===== src/hdl/stst_pkg.sv =====
// Shared types, codes and float compare helpers for the sorted time sample table.
package stst_pkg;

    localparam int DEPTH_DEF = 64;

    localparam logic [2:0] FN_INSERT = 3'd0;
    localparam logic [2:0] FN_REMOVE = 3'd1;
    localparam logic [2:0] FN_LOCATE = 3'd2;
    localparam logic [2:0] FN_READ   = 3'd3;
    localparam logic [2:0] FN_CLEAR  = 3'd4;

    localparam logic [2:0] ST_OK       = 3'd0;
    localparam logic [2:0] ST_BAD_TIME = 3'd1;
    localparam logic [2:0] ST_BAD_KIND = 3'd2;
    localparam logic [2:0] ST_MISMATCH = 3'd3;
    localparam logic [2:0] ST_RANGE    = 3'd4;
    localparam logic [2:0] ST_EMPTY    = 3'd5;
    localparam logic [2:0] ST_FULL     = 3'd6;

    localparam logic [3:0] KIND_NONE    = 4'd0;
    localparam logic [3:0] KIND_BLOCKED = 4'd1;

    typedef struct packed {
        logic [2:0]  func;
        logic [63:0] sample_time;
        logic [3:0]  value_kind;
        logic [63:0] value_payload;
        logic [5:0]  entry_index;
    } cmd_t;

    typedef struct packed {
        logic [2:0]  status;
        logic [5:0]  lo_index;
        logic [5:0]  hi_index;
        logic [63:0] lo_time;
        logic [63:0] hi_time;
        logic        exact_hit;
        logic [63:0] held_value;
        logic        held_blocked;
        logic [3:0]  table_kind;
        logic [6:0]  sample_count;
    } res_t;

    typedef enum logic [1:0] {
        S_IDLE,
        S_CMP,
        S_SEL,
        S_RD
    } state_t;

    typedef enum logic [1:0] {
        WR_NONE,
        WR_INSERT,
        WR_REPLACE,
        WR_REMOVE
    } wr_op_t;

    typedef struct packed {
        logic [63:0] tbits;
        logic [63:0] payload;
        logic        blocked;
    } entry_t;

    typedef struct packed {
        logic        load;
        logic        by_index;
        logic [63:0] query;
    } cmp_ctl_t;

    typedef struct packed {
        wr_op_t op;
        entry_t fresh;
    } wr_ctl_t;

    function automatic logic f_is_nan(input logic [63:0] a);
        return (a[62:52] == 11'h7FF) && (a[51:0] != 52'd0);
    endfunction

    // IEEE-754 a < b, false on any NaN, zeros of either sign equal.
    function automatic logic f_lt(input logic [63:0] a, input logic [63:0] b);
        logic r;
        if (f_is_nan(a) || f_is_nan(b))
            r = 1'b0;
        else if (a[62:0] == 63'd0 && b[62:0] == 63'd0)
            r = 1'b0;
        else if (a[63] && !b[63])
            r = 1'b1;
        else if (!a[63] && b[63])
            r = 1'b0;
        else if (!a[63])
            r = a[62:0] < b[62:0];
        else
            r = a[62:0] > b[62:0];
        return r;
    endfunction

    function automatic logic f_eq(input logic [63:0] a, input logic [63:0] b);
        return !f_is_nan(a) && !f_is_nan(b)
            && ((a == b) || (a[62:0] == 63'd0 && b[62:0] == 63'd0));
    endfunction

endpackage


===== src/hdl/stst_cell.sv =====
// One table slot: holds a sample, compares it against the query and shifts with its neighbors.
module stst_cell import stst_pkg::*; #(
    parameter int DEPTH = DEPTH_DEF,
    parameter int IDX   = 0
) (
    input  logic                       clk,
    input  logic                       rst_n,
    input  cmp_ctl_t                   cmp,
    input  logic [$clog2(DEPTH+1)-1:0] count,
    input  logic [5:0]                 index,
    input  wr_ctl_t                    wr,
    input  logic                       left_flag,
    input  entry_t                     left_data,
    input  entry_t                     right_data,
    output logic                       flag,
    output logic                       eq,
    output entry_t                     data
);

    logic   flag_reg;
    logic   eq_reg;
    logic   live;
    entry_t data_reg;
    entry_t data_next;

    assign live = 32'(IDX) < 32'(count);

    // The flag marks slots at or after the insert point, or at or after the index.
    always_ff @(posedge clk or negedge rst_n)
    begin
        if (!rst_n)
        begin
            flag_reg <= 1'b0;
            eq_reg   <= 1'b0;
        end
        else if (cmp.load)
        begin
            if (cmp.by_index)
                flag_reg <= 32'(IDX) >= 32'(index);
            else
                flag_reg <= !live || !f_lt(data_reg.tbits, cmp.query);
            eq_reg <= live && f_eq(data_reg.tbits, cmp.query);
        end
    end

    always_comb
    begin
        data_next = data_reg;
        case (wr.op)
            WR_INSERT:
            begin
                if (left_flag)
                    data_next = left_data;
                else if (flag_reg)
                    data_next = wr.fresh;
            end
            WR_REPLACE:
            begin
                if (flag_reg && !left_flag)
                begin
                    data_next.payload = wr.fresh.payload;
                    data_next.blocked = wr.fresh.blocked;
                end
            end
            WR_REMOVE:
            begin
                if (flag_reg)
                    data_next = right_data;
            end
            default:
            begin
                data_next = data_reg;
            end
        endcase
    end

    always_ff @(posedge clk)
    begin
        data_reg <= data_next;
    end

    assign flag = flag_reg;
    assign eq   = eq_reg;
    assign data = data_reg;

endmodule

===== config.mk =====
export PLATFORM = sky130hd
export DESIGN_NAME = stst_cell
export DESIGN_NICKNAME = d
export VERILOG_FILES = /design/src/hdl/stst_pkg.sv /design/src/hdl/stst_cell.sv
export SDC_FILE = /design/constraint.sdc
export NUM_CORES = 1
export LEC_CHECK = 0
export ABC_AREA = 1
export BUFFER_PORTS_ARGS = -buffer_cell sky130_fd_sc_hd__buf_4
export CORE_AREA = 2 2 232 234
export DETAILED_ROUTE_END_ITERATION = 10
export DIE_AREA = 0 0 234 236
export MAX_ROUTING_LAYER = met4
export PLACE_DENSITY_LB_ADDON = 0.3
export REMOVE_ABC_BUFFERS = 1
export SYNTH_ARGS = -nofsm -noshare
export SYNTH_HDL_FRONTEND = slang
export SYNTH_SLANG_ARGS = --single-unit
export TNS_END_PERCENT = 100

===== constraint.sdc =====
create_clock -name clk -period 11.3 [get_ports clk]
set_clock_uncertainty 0.05 [all_clocks]
set_input_delay 1.695 -clock clk [delete_from_list [all_inputs] [get_ports clk]]
set_output_delay 1.695 -clock clk [all_outputs]
set_load 0.02 [all_outputs]

==> results.yml <==
layout:
  syn_to_final_growth_pct: 60.3
  drive_gt1_frac: 0.376
  multi_input_area_sq_um: 4890
  largest_register_ffs: 129
  utilization: 0.287
  regArea_sq_um: 3920
  nNetsFinal: 2312
  fillers: 5735
setup_path:
  rrSetupSlack_ns: 9.06
  cp.required_ns: 11.36
  rr_startpoint: "data[95]"
  cp.arrival_ns: 3.83
  crit_cells: 6
  crit_fanout: 67
  worstPathCellList: "buf_4, inv_2, o21ai_0, nand2_1, inv_2, buf_4"
  critPathKind: "primary input to flop"
  crit_buf_inv: 4
  cp_top_family: "buffers and inverters"
  worstSetupStartpointType: "primary input"
  endpoint_kind: "flop"
  r2r_end: "flag"
  cp-endpoint: "data[28]"
  slowest_stage: "buf_4"
  rr_worst_depth: 14
  setup.worst_path.start: "wr[129]"
  crit_path_max_incr_delay_ns: 0.63
timing:
  slew_violations: 0
  relSlewSlack: 0.285
  hold_slack_ns: 0.482
  finalCritPeriodShare: 0.334
  tns_ns: 0
  worstMarginPinSlew_ns: 1.07
  rsz0062_at_grt: "false"
  setup-violations-final: 0
  hold_viol_final: 0
  fmax_ghz: 0.265
  fin_crit_ns: 3.78
logic_synthesis:
  netlist-cell-type-count: 33
  synth_top_area_frac: 0.407
  synth_edf_count: 129
  synth_area_sq_um: 9510
  ys_seq_area_frac: 0.413
  synth_most_common_cell: "nand2_1"
  synth-seq-cells: 131
  synth_area_leaders: "edfxtp_1 41%, nand2_1 9.4%, ha_1 8.6%"
  avgSynthCellArea_sq_um: 7.76
  synth_common_cells: "238 x nand2_1, 171 x nor2_1, 141 x nand3_1"
  ys_warn_count: 0
  postSynth.asyncResetShare: 0.0153
  synth_area_leader_cell: "edfxtp_1"
  netlist_instances: 1225
  synth-main-ff-cell: "edfxtp_1"
routing:
  drc: 0
  dr.first_iter.drc_count: 425
  dr.pass1.iters: 5
  num_vias: 11100
  routed_wirelength_um: 45400
  ant_nets: 0
  avgRoutedWirePerCell_um: 18.2
  vias_per_cell: 4.46
die:
  die_area_sq_um: 55200
  initial_core_util: 0.179
  die_y_um: 236
  die_x_um: 234
  row_count: 85
  ios: 602
  core-area_sq_um: 53100
clocking:
  cts.hold.buffers_added: 0
  clockBufferDepth: 2
  cts_tree: "yes"
  cts_made_buffers: 17
  post_cts_resized: 0
  clock-sinks: 131
  ctsRootBufferMaster: "clkbuf_16"
  cts_htree_levels: 4
  post-cts-setup-buffers: 0
  insertion_delay_ns: 0.48
  path_clk_slew_ns: 0.06
hold_path:
  worstHoldPathType: "flop to flop"
  hold_start: "eq"
  hold_path_depth: 2
place:
  port_buffers: 601
  dp_hpwl_um: 36100
  place.gp.congestion: 0.867
job:
  max_cap_viol_count: 0
run_status:
  status: "complete, no violations"
grt:
  grt_pass1_wl_um: 64900
  grt_pass1_vias: 11100
  grt_overflow: 0
  grt_max_degree: 102
  grt_use_total: 0.164
  antenna_found_initial: 12
pwr:
  vdd_ir_drop_max_mv: 0.120
  p_leak_nw: 6.88
  p_per_area_nw_per_um2: 108
## cells by family after synthesis
| group | after synthesis | share of synthesized area |
|---|---|---|
| buf+inv | 187 | 0.0755 |
| flops | 131 | 0.413 |
| compound gates | 230 | 0.148 |
| fa+ha+maj | 65 | 0.0855 |
| simple gates | 612 | 0.278 |
## placed cells by master, fill, tap and decap left out, drive strengths merged
cell	synthesis	routed
a21o	3	3
a21oi	26	26
a31oi	64	64
and2	1	1
and3	1	1
buf	15	610
clkbuf	63	18
clkinv	0	3
clkinvlp	0	3
dfrtp	2	2
diode	0	8
edfxtp	129	129
ha	65	65
inv	109	117
nand2	241	241
nand3	142	142
nand3b	1	1
nand4	14	14
nor2	178	178
nor3	6	6
nor3b	2	2
nor4	25	25
o211ai	65	65
o21ai	70	70
o21bai	1	1
o22ai	1	1
or2	1	1
## final cells by class
type                       count  area share
antenna                        8     0.00131
clock buffer                  18      0.0282
tap                          696      0.0571
sequential                   131       0.257
multi-input combinational    907       0.321
clock inverter                14     0.00788
timing repair buffer         610       0.300
inverter                     109      0.0270
## per-layer routing
layer / wire, um / global-route usage / vias to the layer above
met1: 17100 / 0.172 / 5151
met2: 23100 / 0.284 / 484
li1: - / - / 5425
met3: 4040 / 0.0555 / 51
met5: 0 / - / -
met4: 1100 / 0.0589 / 0
## tightest hold or removal path: cells and delay by family, from the launching register on
kind | cells | cell delay (ns)
flops | 1 | 0.36
compound gates | 1 | 0.07
simple gates | 1 | 0.06
## worst min path at each step
| stage | slack (ns) | end |
|---|---|---|
| 2_1_floorplan | 0.54 | eq |
| 3_3_place_gp | 0.45 | eq |
| 3_5_place_dp | 0.47 | eq |
| 4_1_cts | 0.48 | eq |
| 5_1_grt | 0.53 | eq |
| 6_report | 0.48 | eq |
## report_power, final
part	internal (mW)	switching, mW
logic	0.222	0.251
registers	0.595	0.0306
clock network	0.287	0.258
## through the flow
stage / total power [mW] / instance area (sq um) / instances / setup slack (ns)
2_1_floorplan: 0.831 / 9200 / 1147 / 5.12
3_3_place_gp: 1.11 / 14700 / 2453 / 7.03
3_5_place_dp: 1.12 / 14700 / 2453 / 7.04
4_1_cts: 1.68 / 15200 / 2485 / 7.58
5_1_grt: 1.73 / 15200 / 2493 / 7.32
6_report: 1.64 / 15200 / 2493 / 7.52
No activity file was read; power rests on OpenSTA's default activity.
